`config.mk`:
```
export PLATFORM = sky130hd
export DESIGN_NAME = battery_gauge_reading_monitor_core
export DESIGN_NICKNAME = d
export VERILOG_FILES = /design/src/hdl/bgrm_pkg.sv /design/src/hdl/bgrm_front.sv /design/src/hdl/bgrm_queue.sv /design/src/hdl/bgrm_back.sv /design/src/hdl/battery_gauge_reading_monitor_core.sv
export SDC_FILE = /design/constraint.sdc
export NUM_CORES = 1
export LEC_CHECK = 0
export ABC_AREA = 1
export CAP_MARGIN = 20
export CORE_ASPECT_RATIO = 2
export CORE_MARGIN = 2
export CORE_UTILIZATION = 35
export DETAILED_ROUTE_END_ITERATION = 8
export DONT_BUFFER_PORTS = 1
export GPL_TIMING_DRIVEN = 0
export HOLD_SLACK_MARGIN = 0.02
export PLACE_DENSITY = 0.58
export RECOVER_POWER = 25
export SYNTH_ARGS = -nofsm -noshare
export SYNTH_HDL_FRONTEND = slang
export SYNTH_SLANG_ARGS = --single-unit
```
`constraint.sdc`:
```
create_clock -name clk -period 3.6 [get_ports clk]
set_clock_uncertainty 0.1 [all_clocks]
set_input_delay 0.18 -clock clk [delete_from_list [all_inputs] [get_ports clk]]
set_output_delay 0.18 -clock clk [all_outputs]
set_load 0.005 [all_outputs]
```
`src/hdl/bgrm_pkg.sv`:
```
`timescale 1ns / 1ps

package bgrm_pkg;

    // Field widths fixed by the reading format.
    localparam int VOLT_W     = 12;
    localparam int CHG_W      = 16;
    localparam int RAW_W      = 16;
    localparam int CNT_W      = 8;
    localparam int STATUS_W   = 2;
    localparam int CFG_IDX_W  = 3;
    localparam int CFG_DATA_W = 16;

    // Result status codes.
    localparam logic [STATUS_W-1:0] ST_OK       = 2'd0;
    localparam logic [STATUS_W-1:0] ST_READ_ERR = 2'd1;
    localparam logic [STATUS_W-1:0] ST_BAD_WORD = 2'd2;
    localparam logic [STATUS_W-1:0] ST_HIGH     = 2'd3;

    // Configuration register indexes.
    localparam logic [CFG_IDX_W-1:0] CFG_VOLT_MIN     = 3'd0;
    localparam logic [CFG_IDX_W-1:0] CFG_VOLT_MAX     = 3'd1;
    localparam logic [CFG_IDX_W-1:0] CFG_CHARGE_MIN   = 3'd2;
    localparam logic [CFG_IDX_W-1:0] CFG_CHARGE_MAX   = 3'd3;
    localparam logic [CFG_IDX_W-1:0] CFG_VOLT_STEP    = 3'd4;
    localparam logic [CFG_IDX_W-1:0] CFG_CHARGE_STEP  = 3'd5;
    localparam logic [CFG_IDX_W-1:0] CFG_ERROR_LIMIT  = 3'd6;
    localparam logic [CFG_IDX_W-1:0] CFG_PERSIST_LIM  = 3'd7;

    // Raw voltage words that never come from a working gauge.
    localparam logic [RAW_W-1:0] RAW_ALL_ZERO = 16'h0000;
    localparam logic [RAW_W-1:0] RAW_ALL_ONE  = 16'hFFFF;

    // Configuration values after reset.
    localparam logic [VOLT_W-1:0] RST_VOLT_MIN    = 12'd2400;
    localparam logic [VOLT_W-1:0] RST_VOLT_MAX    = 12'd3440;
    localparam logic [CHG_W-1:0]  RST_CHARGE_MIN  = 16'd0;
    localparam logic [CHG_W-1:0]  RST_CHARGE_MAX  = 16'd25600;
    localparam logic [VOLT_W-1:0] RST_VOLT_STEP   = 12'd8;
    localparam logic [CHG_W-1:0]  RST_CHARGE_STEP = 16'd128;
    localparam logic [CNT_W-1:0]  RST_ERROR_LIMIT = 8'd5;
    localparam logic [CNT_W-1:0]  RST_PERSIST_LIM = 8'd10;

    typedef struct packed {
        logic [VOLT_W-1:0] volt_min;
        logic [VOLT_W-1:0] volt_max;
        logic [CHG_W-1:0]  charge_min;
        logic [CHG_W-1:0]  charge_max;
        logic [VOLT_W-1:0] volt_step;
        logic [CHG_W-1:0]  charge_step;
        logic [CNT_W-1:0]  error_limit;
        logic [CNT_W-1:0]  persist_limit;
    } cfg_t;

    // A classified reading, as it travels from the front to the back.
    typedef struct packed {
        logic [STATUS_W-1:0] status;
        logic [VOLT_W-1:0]   code;
        logic [CHG_W-1:0]    charge;
        logic                present;
        logic                alert_ok;
        logic                alert_bit;
    } item_t;

    typedef struct packed {
        logic [STATUS_W-1:0] status;
        logic [VOLT_W-1:0]   voltage_code;
        logic [CHG_W-1:0]    charge_level;
        logic                cell_present;
        logic                alert_active;
        logic                change_report;
        logic                first_alert;
        logic                alert_persistent;
        logic                clear_alert_request;
        logic                sensor_reset_request;
    } result_t;

endpackage

```
`src/hdl/bgrm_front.sv`:
```
`timescale 1ns / 1ps

module bgrm_front
    import bgrm_pkg::*;
(
    input  logic             reads_ok,
    input  logic [RAW_W-1:0] vcell_raw,
    input  logic [CHG_W-1:0] charge_raw,
    input  logic             alert_read_ok,
    input  logic             alert_bit,
    input  cfg_t             cfg,
    output item_t            item
);

    logic [VOLT_W-1:0] code;
    logic              below_min;
    logic              above_max;
    logic              present;
    logic [CHG_W-1:0]  clamped;

    // The voltage code sits in the upper twelve bits of the raw word.
    assign code      = vcell_raw[RAW_W-1:RAW_W-VOLT_W];
    assign below_min = code < cfg.volt_min;
    assign above_max = code > cfg.volt_max;
    assign present   = !below_min && !above_max;

    // Clamp the charge to its limits.
    always_comb
    begin
        if (charge_raw < cfg.charge_min)
        begin
            clamped = cfg.charge_min;
        end
        else if (charge_raw > cfg.charge_max)
        begin
            clamped = cfg.charge_max;
        end
        else
        begin
            clamped = charge_raw;
        end
    end

    // Classify the reading and build the item for the back end.
    always_comb
    begin
        item.code      = code;
        item.present   = present;
        item.alert_ok  = alert_read_ok;
        item.alert_bit = alert_bit;
        item.charge    = below_min ? '0 : clamped;
        if (!reads_ok)
        begin
            item.status = ST_READ_ERR;
        end
        else if (vcell_raw == RAW_ALL_ZERO || vcell_raw == RAW_ALL_ONE)
        begin
            item.status = ST_BAD_WORD;
        end
        else if (present || below_min)
        begin
            item.status = ST_OK;
        end
        else
        begin
            item.status = ST_HIGH;
        end
    end

endmodule

```
`src/hdl/bgrm_queue.sv`:
```
`timescale 1ns / 1ps

module bgrm_queue
    import bgrm_pkg::*;
(
    input  logic  clk,
    input  logic  rst_n,
    input  logic  enq,
    input  item_t enq_item,
    output logic  full,
    input  logic  deq,
    output logic  head_valid,
    output item_t head_item
);

    item_t      entry_reg [2];
    logic       wr_ptr_reg;
    logic       wr_ptr_next;
    logic       rd_ptr_reg;
    logic       rd_ptr_next;
    logic [1:0] count_reg;
    logic [1:0] count_next;
    logic       do_enq;
    logic       do_deq;

    assign full       = count_reg == 2'd2;
    assign head_valid = count_reg != 2'd0;
    assign head_item  = entry_reg[rd_ptr_reg];
    assign do_enq     = enq && !full;
    assign do_deq     = deq && head_valid;

    // Pointer and fill count update.
    always_comb
    begin
        wr_ptr_next = do_enq ? !wr_ptr_reg : wr_ptr_reg;
        rd_ptr_next = do_deq ? !rd_ptr_reg : rd_ptr_reg;
        count_next  = count_reg;
        if (do_enq && !do_deq)
        begin
            count_next = count_reg + 2'd1;
        end
        else if (do_deq && !do_enq)
        begin
            count_next = count_reg - 2'd1;
        end
    end

    always_ff @(posedge clk or negedge rst_n)
    begin
        if (!rst_n)
        begin
            wr_ptr_reg <= 1'b0;
            rd_ptr_reg <= 1'b0;
            count_reg  <= 2'd0;
        end
        else
        begin
            wr_ptr_reg <= wr_ptr_next;
            rd_ptr_reg <= rd_ptr_next;
            count_reg  <= count_next;
        end
    end

    // Entry storage needs no reset.
    always_ff @(posedge clk)
    begin
        if (do_enq)
        begin
            entry_reg[wr_ptr_reg] <= enq_item;
        end
    end

endmodule

```
`src/hdl/bgrm_back.sv`:
```
`timescale 1ns / 1ps

module bgrm_back
    import bgrm_pkg::*;
(
    input  logic    clk,
    input  logic    rst_n,
    input  cfg_t    cfg,
    input  logic    head_valid,
    input  item_t   head_item,
    output logic    deq,
    input  logic    pop,
    output logic    empty,
    output result_t rslt
);

    // Monitor state.
    logic [VOLT_W-1:0] stored_voltage_reg;
    logic [VOLT_W-1:0] stored_voltage_next;
    logic [CHG_W-1:0]  stored_charge_reg;
    logic [CHG_W-1:0]  stored_charge_next;
    logic              stored_alert_reg;
    logic              stored_alert_next;
    logic              stored_present_reg;
    logic              stored_present_next;
    logic [CNT_W-1:0]  error_run_reg;
    logic [CNT_W-1:0]  error_run_next;
    logic [CNT_W-1:0]  alert_ticks_reg;
    logic [CNT_W-1:0]  alert_ticks_next;
    logic [VOLT_W-1:0] reported_voltage_reg;
    logic [VOLT_W-1:0] reported_voltage_next;
    logic [CHG_W-1:0]  reported_charge_reg;
    logic [CHG_W-1:0]  reported_charge_next;
    logic              reported_valid_reg;
    logic              reported_valid_next;

    // Result queue.
    result_t    res_entry_reg [2];
    logic       res_wr_ptr_reg;
    logic       res_wr_ptr_next;
    logic       res_rd_ptr_reg;
    logic       res_rd_ptr_next;
    logic [1:0] res_count_reg;
    logic [1:0] res_count_next;

    logic              do_pop;
    logic              res_room;
    logic [VOLT_W-1:0] volt_diff;
    logic [CHG_W-1:0]  charge_diff;
    logic [CNT_W-1:0]  error_inc;
    result_t           res;

    assign empty    = res_count_reg == 2'd0;
    assign rslt     = res_entry_reg[res_rd_ptr_reg];
    assign do_pop   = pop && !empty;
    assign res_room = (res_count_reg != 2'd2) || do_pop;
    assign deq      = head_valid && res_room;

    // Distances from the last reported values; only used on good ticks, where the
    // new stored values are the item's own.
    assign volt_diff   = (head_item.code > reported_voltage_reg) ?
                         head_item.code - reported_voltage_reg :
                         reported_voltage_reg - head_item.code;
    assign charge_diff = (head_item.charge > reported_charge_reg) ?
                         head_item.charge - reported_charge_reg :
                         reported_charge_reg - head_item.charge;
    assign error_inc   = error_run_reg + 8'd1;

    // State update and result for the item at the head of the queue.
    always_comb
    begin
        stored_voltage_next   = stored_voltage_reg;
        stored_charge_next    = stored_charge_reg;
        stored_alert_next     = stored_alert_reg;
        stored_present_next   = stored_present_reg;
        error_run_next        = error_run_reg;
        alert_ticks_next      = alert_ticks_reg;
        reported_voltage_next = reported_voltage_reg;
        reported_charge_next  = reported_charge_reg;
        reported_valid_next   = reported_valid_reg;
        res                   = '0;
        if (deq)
        begin
            // An accepted word updates the stored readings, even when it is above range.
            if (head_item.status == ST_OK || head_item.status == ST_HIGH)
            begin
                stored_voltage_next = head_item.code;
                stored_charge_next  = head_item.charge;
                stored_present_next = head_item.present;
                if (head_item.alert_ok)
                begin
                    stored_alert_next = head_item.alert_bit;
                end
            end
            // The alert is reported as read, before any clear.
            res.alert_active    = stored_alert_next;
            res.status          = head_item.status;
            res.voltage_code    = stored_voltage_next;
            res.charge_level    = stored_charge_next;
            res.cell_present    = stored_present_next;
            if (head_item.status == ST_OK)
            begin
                error_run_next = '0;
                if (!reported_valid_reg || volt_diff > cfg.volt_step ||
                    charge_diff > cfg.charge_step)
                begin
                    res.change_report     = 1'b1;
                    reported_voltage_next = head_item.code;
                    reported_charge_next  = head_item.charge;
                    reported_valid_next   = 1'b1;
                end
                if (stored_alert_next && stored_present_next)
                begin
                    alert_ticks_next = (alert_ticks_reg != '1) ?
                                       alert_ticks_reg + 8'd1 : alert_ticks_reg;
                    res.first_alert      = alert_ticks_next == 8'd1;
                    res.alert_persistent = (alert_ticks_next != 8'd1) &&
                                           (alert_ticks_next > cfg.persist_limit);
                    res.clear_alert_request = 1'b1;
                    stored_alert_next       = 1'b0;
                end
                else
                begin
                    alert_ticks_next = '0;
                end
            end
            else
            begin
                // Count the failed tick and ask for a sensor reset at the limit.
                if (error_inc >= cfg.error_limit)
                begin
                    res.sensor_reset_request = 1'b1;
                    error_run_next           = '0;
                end
                else
                begin
                    error_run_next = error_inc;
                end
            end
        end
    end

    // Result queue pointers and fill count.
    always_comb
    begin
        res_wr_ptr_next = deq ? !res_wr_ptr_reg : res_wr_ptr_reg;
        res_rd_ptr_next = do_pop ? !res_rd_ptr_reg : res_rd_ptr_reg;
        res_count_next  = res_count_reg;
        if (deq && !do_pop)
        begin
            res_count_next = res_count_reg + 2'd1;
        end
        else if (do_pop && !deq)
        begin
            res_count_next = res_count_reg - 2'd1;
        end
    end

    always_ff @(posedge clk or negedge rst_n)
    begin
        if (!rst_n)
        begin
            stored_voltage_reg   <= '0;
            stored_charge_reg    <= '0;
            stored_alert_reg     <= 1'b0;
            stored_present_reg   <= 1'b0;
            error_run_reg        <= '0;
            alert_ticks_reg      <= '0;
            reported_voltage_reg <= '0;
            reported_charge_reg  <= '0;
            reported_valid_reg   <= 1'b0;
            res_wr_ptr_reg       <= 1'b0;
            res_rd_ptr_reg       <= 1'b0;
            res_count_reg        <= 2'd0;
        end
        else
        begin
            stored_voltage_reg   <= stored_voltage_next;
            stored_charge_reg    <= stored_charge_next;
            stored_alert_reg     <= stored_alert_next;
            stored_present_reg   <= stored_present_next;
            error_run_reg        <= error_run_next;
            alert_ticks_reg      <= alert_ticks_next;
            reported_voltage_reg <= reported_voltage_next;
            reported_charge_reg  <= reported_charge_next;
            reported_valid_reg   <= reported_valid_next;
            res_wr_ptr_reg       <= res_wr_ptr_next;
            res_rd_ptr_reg       <= res_rd_ptr_next;
            res_count_reg        <= res_count_next;
        end
    end

    // Result storage needs no reset.
    always_ff @(posedge clk)
    begin
        if (deq)
        begin
            res_entry_reg[res_wr_ptr_reg] <= res;
        end
    end

endmodule

```
`src/hdl/battery_gauge_reading_monitor_core.sv`:
```
`timescale 1ns / 1ps
// Battery gauge reading monitor.
// Input channel: one beat per once-a-second gauge reading (reads_ok, vcell_raw,
// charge_raw, alert_read_ok, alert_bit). A beat is taken on a clock edge with
// push high and full low.
// Result channel: one beat per reading, in order. While empty is low the oldest
// result is on the result ports; it is taken on an edge with pop high.
// Configuration: cfg_we writes cfg_wdata (low bits) into register cfg_index at
// the clock edge; write only while no reading is in flight.
// A reading accepted into the input queue goes through the back into the result
// queue. Throughput: one reading per cycle, sustained while results are popped.
// The front classifies in the cycle of acceptance, a two-entry queue holds
// classified readings, and the back updates the monitor state and fills a
// two-entry result queue. If the receiver stalls, both queues fill and full
// rises after at most four readings; nothing is dropped.
// Reset clears all monitor state and loads the default limits; both queues are
// empty and full is low.

module battery_gauge_reading_monitor_core
    import bgrm_pkg::*;
(
    input  logic                  clk,
    input  logic                  rst_n,
    // Input channel
    input  logic                  push,
    output logic                  full,
    input  logic                  reads_ok,
    input  logic [RAW_W-1:0]      vcell_raw,
    input  logic [CHG_W-1:0]      charge_raw,
    input  logic                  alert_read_ok,
    input  logic                  alert_bit,
    // Result channel
    output logic                  empty,
    input  logic                  pop,
    output logic [STATUS_W-1:0]   status,
    output logic [VOLT_W-1:0]     voltage_code,
    output logic [CHG_W-1:0]      charge_level,
    output logic                  cell_present,
    output logic                  alert_active,
    output logic                  change_report,
    output logic                  first_alert,
    output logic                  alert_persistent,
    output logic                  clear_alert_request,
    output logic                  sensor_reset_request,
    // Configuration port
    input  logic                  cfg_we,
    input  logic [CFG_IDX_W-1:0]  cfg_index,
    input  logic [CFG_DATA_W-1:0] cfg_wdata
);

    cfg_t    cfg_reg;
    item_t   front_item;
    item_t   head_item;
    logic    head_valid;
    logic    deq;
    result_t rslt;

    // Configuration registers.
    always_ff @(posedge clk or negedge rst_n)
    begin
        if (!rst_n)
        begin
            cfg_reg.volt_min      <= RST_VOLT_MIN;
            cfg_reg.volt_max      <= RST_VOLT_MAX;
            cfg_reg.charge_min    <= RST_CHARGE_MIN;
            cfg_reg.charge_max    <= RST_CHARGE_MAX;
            cfg_reg.volt_step     <= RST_VOLT_STEP;
            cfg_reg.charge_step   <= RST_CHARGE_STEP;
            cfg_reg.error_limit   <= RST_ERROR_LIMIT;
            cfg_reg.persist_limit <= RST_PERSIST_LIM;
        end
        else if (cfg_we)
        begin
            case (cfg_index)
                CFG_VOLT_MIN:    cfg_reg.volt_min      <= cfg_wdata[VOLT_W-1:0];
                CFG_VOLT_MAX:    cfg_reg.volt_max      <= cfg_wdata[VOLT_W-1:0];
                CFG_CHARGE_MIN:  cfg_reg.charge_min    <= cfg_wdata[CHG_W-1:0];
                CFG_CHARGE_MAX:  cfg_reg.charge_max    <= cfg_wdata[CHG_W-1:0];
                CFG_VOLT_STEP:   cfg_reg.volt_step     <= cfg_wdata[VOLT_W-1:0];
                CFG_CHARGE_STEP: cfg_reg.charge_step   <= cfg_wdata[CHG_W-1:0];
                CFG_ERROR_LIMIT: cfg_reg.error_limit   <= cfg_wdata[CNT_W-1:0];
                CFG_PERSIST_LIM: cfg_reg.persist_limit <= cfg_wdata[CNT_W-1:0];
                default:         cfg_reg               <= cfg_reg;
            endcase
        end
    end

    // Front: classify the incoming reading.
    bgrm_front u_front (
        .reads_ok      (reads_ok),
        .vcell_raw     (vcell_raw),
        .charge_raw    (charge_raw),
        .alert_read_ok (alert_read_ok),
        .alert_bit     (alert_bit),
        .cfg           (cfg_reg),
        .item          (front_item)
    );

    // Queue between front and back.
    bgrm_queue u_queue (
        .clk        (clk),
        .rst_n      (rst_n),
        .enq        (push),
        .enq_item   (front_item),
        .full       (full),
        .deq        (deq),
        .head_valid (head_valid),
        .head_item  (head_item)
    );

    // Back: monitor state and result queue.
    bgrm_back u_back (
        .clk        (clk),
        .rst_n      (rst_n),
        .cfg        (cfg_reg),
        .head_valid (head_valid),
        .head_item  (head_item),
        .deq        (deq),
        .pop        (pop),
        .empty      (empty),
        .rslt       (rslt)
    );

    assign status               = rslt.status;
    assign voltage_code         = rslt.voltage_code;
    assign charge_level         = rslt.charge_level;
    assign cell_present         = rslt.cell_present;
    assign alert_active         = rslt.alert_active;
    assign change_report        = rslt.change_report;
    assign first_alert          = rslt.first_alert;
    assign alert_persistent     = rslt.alert_persistent;
    assign clear_alert_request  = rslt.clear_alert_request;
    assign sensor_reset_request = rslt.sensor_reset_request;

endmodule

```
==> impl_metrics.ini <==
[routing]
wl_per_cell_um = 18.40
top_layer_used = met5
route.final.wire_length_mm = 58.23
drt-met1-wl_mm = 20.93
met3_length_mm = 2.270
final_antenna_net_count = 0
vias = 15880
routed_via_density = 5.019
wl_met2_mm = 31.51
dr.pass1.iters = 5
drt_iter0_markers = 1033
drc = 0

[timing]
hold_ws_ps = -774.2
slew-limit-headroom_pct = 48.56
rsz0062_at_grt = true
final.setup.worst_slack_ps = -694.7
min_period_ps = 4295
tns_ps = -19900
slew_violations = 0
finalSetupViolations = 31
hold_viol_final = 183
fin_crit_sh_pct = 119.3
worst_pin_slew_ps = 763.6
clock.fmax_mhz = 232.8

[flow_run]
drv_cap = 0

[floorplan]
row_count = 121
die_x_um = 169.5
num_io_pins = 98
dieArea_um2 = 56760
floorplan.initialDensity_pct = 35.26
dieHeight_um = 334.9
coreArea_um2 = 54350

[clock_network]
cts.sinks = 323
clock_latency_ps = 590
cts_hold_buffers = 63
clockBufferDepth = 3
path_clk_slew_ps = 80
cts_tree = built
cts-root-buf = clkbuf_16
cts_made_buffers = 30
h-tree-depth = 1

[logic_synthesis]
synth_fp_nets = 2550
netlist_area_um2 = 19160
ys_seq_elements = 323
synth.avg_cell_area_um2 = 8.229
postSynthCellCount = 2329
synth-seq-area-share_pct = 45.96
ys_types = 49
synth_edf_count = 140
ys.flop_type = dfrtp_1
async_flop_share_pct = 56.66
ys_warn_count = 0

[worst_setup_path]
cp.required_ps = 3970
crit_path_end_kind = flop
critPathMaxStageDelay_ps = 430
rr_startpoint = u_queue.rd_ptr_reg$_DFFE_PN0P_
cpMaxStageDelayCell = dfrtp_2
start_kind = flop
crit_arrival_ps = 4660
r2r_end = u_back.reported_charge_reg[13]$_DFFE_PN0P_
r2r_setup_slack_ps = -690
r2r_cells = 29
cp_max_fo = 6
critPathMostFrequentCell = nand2_1
critPathKind = flop to flop

[global_routing]
grt_pass1_vias = 16380
grt-ovfl-total = 0
antenna_found_initial = 1
grtUsageTotal_pct = 20.57
grt_pass1_wl_mm = 90.24
grt_max_degree = 184

[layout]
final_cell_mix = nand2_1 (608), inv_1 (314), o21ai_0 (190)
antenna_cells = 0
drive_gt1_share_pct = 13.30
syn2layout_area_growth_pct = 19.53
largest_register_ffs = 100
layout.nets = 2686
final_common_cell = nand2_1

[status]
violations = hold timing, setup timing
status = complete, but fails checks

[place]
io_buffers = 0
dp_hpwl_mm = 44.77
gp_congestion = 0.9276
place_ws_ps = -1218

[worst_hold_path]
hold_path_class = primary input to asynchronous set/reset pin
## critical path: cells and delay by family, from the launching register on
kind,cells,cell delay (ps)
DFF,1,430
AOI/OAI and AO/OA,3,480
buffers and inverters,8,950
and+or+nand+nor,16,1650
adders and majority gates,2,550
## kinds of logic (layout without fill, tap and decap cells)
| family | Yosys count | count (layout) | share of synthesized area (%) |
|---|---|---|---|
| AO/OA/AOI/OAI | 375 | 375 | 10.45 |
| XOR/XNOR | 55 | 55 | 2.514 |
| buffers and inverters | 411 | 571 | 8.442 |
| multiplexers | 4 | 4 | 0.2089 |
| adder cells (fa/ha/maj) | 162 | 162 | 10.73 |
| AND/OR/NAND/NOR | 999 | 999 | 21.69 |
| flip-flops | 323 | 323 | 45.96 |
## worst max path at each step
stage	startpoint	slack, ps	to	depth (start not counted)
floorplan	u_queue.rd_ptr_reg$_DFFE_PN0P_	-160	u_back.res_entry_reg[0][4]$_DFFE_PP_	33
global placement	u_queue.rd_ptr_reg$_DFFE_PN0P_	-1190	u_back.res_entry_reg[0][4]$_DFFE_PP_	28
detailed placement	u_queue.rd_ptr_reg$_DFFE_PN0P_	-1220	u_back.reported_voltage_reg[11]$_DFFE_PN0P_	26
CTS	u_queue.rd_ptr_reg$_DFFE_PN0P_	-680	u_back.reported_charge_reg[2]$_DFFE_PN0P_	28
global route	u_queue.rd_ptr_reg$_DFFE_PN0P_	-920	u_back.reported_charge_reg[15]$_DFFE_PN0P_	30
finish	u_queue.rd_ptr_reg$_DFFE_PN0P_	-690	u_back.reported_charge_reg[13]$_DFFE_PN0P_	29
## routing by layer
layer / vias to the layer above / track usage (%)
li1: 7804 / -
met1: 7499 / 20.87
met2: 433 / 40.04
met3: 146 / 2.419
met4: 2 / 11.24
met5: - / 0
## stage by stage
| step | cells | util [%] | cell area, um^2 | hold WS, ps |
|---|---|---|---|---|
| after detailed placement | 3009 | 37.30 | 20270 | -203.8 |
| after floorplan | 2329 | - | 19290 | -215.6 |
| after global placement | 3005 | 37.04 | 20130 | -202.7 |
| final | 3165 | 42.15 | 22910 | -774.2 |
| after global routing | 3165 | 42.15 | 22910 | -799.2 |
| after CTS | 3160 | 41.78 | 22710 | -829.3 |
## synth_stat cells (all sizes together), types with 2 or more instances
master / n / area, um^2
xnor2: 6 / 52.55
nand3: 128 / 640.6
mux2i: 4 / 40.04
fa: 4 / 80.08
o21a: 9 / 67.56
nor4: 4 / 25.02
nand2: 642 / 2442
a21oi: 91 / 459.2
nor3: 16 / 100.1
and2: 3 / 18.77
nor2: 157 / 621.8
nand4: 19 / 118.9
o211ai: 2 / 15.01
buf: 36 / 205.2
dfstp: 19 / 499.2
o21bai: 9 / 67.56
dfrtp: 164 / 4104
clkbuf: 35 / 133.9
a211oi: 2 / 15.01
o22ai: 4 / 25.02
a21boi: 4 / 30.03
edfxtp: 140 / 4204
a21o: 3 / 22.52
o21ai: 249 / 1287
or2: 27 / 168.9
xor2: 49 / 429.2
ha: 158 / 1977
inv: 340 / 1279
## what timing repair did
action | CTS | global route
gates resized for setup | 141 | 41
buffers inserted | 27 | 6
pin swaps | 31 | 21
cloned | 6 | 0
endpoints found under the setup margin | 33 | 31
hold endpoints to repair | 329 | 183
## area by class of cell
cell class	instances	area [um^2]
Buffer	69	445.4
Clock buffer	31	754.5
Clock inverter	25	235.2
Fill cell	5347	31440
Inverter	340	1289
Multi-Input combinational cell	1595	9399
Sequential cell	323	8808
Tap cell	676	845.8
Timing Repair Buffer	106	1130
Power is left out: the tool's default activity adds up to more than one toggle a clock period on the data nets, which glitch-free logic cannot reach.
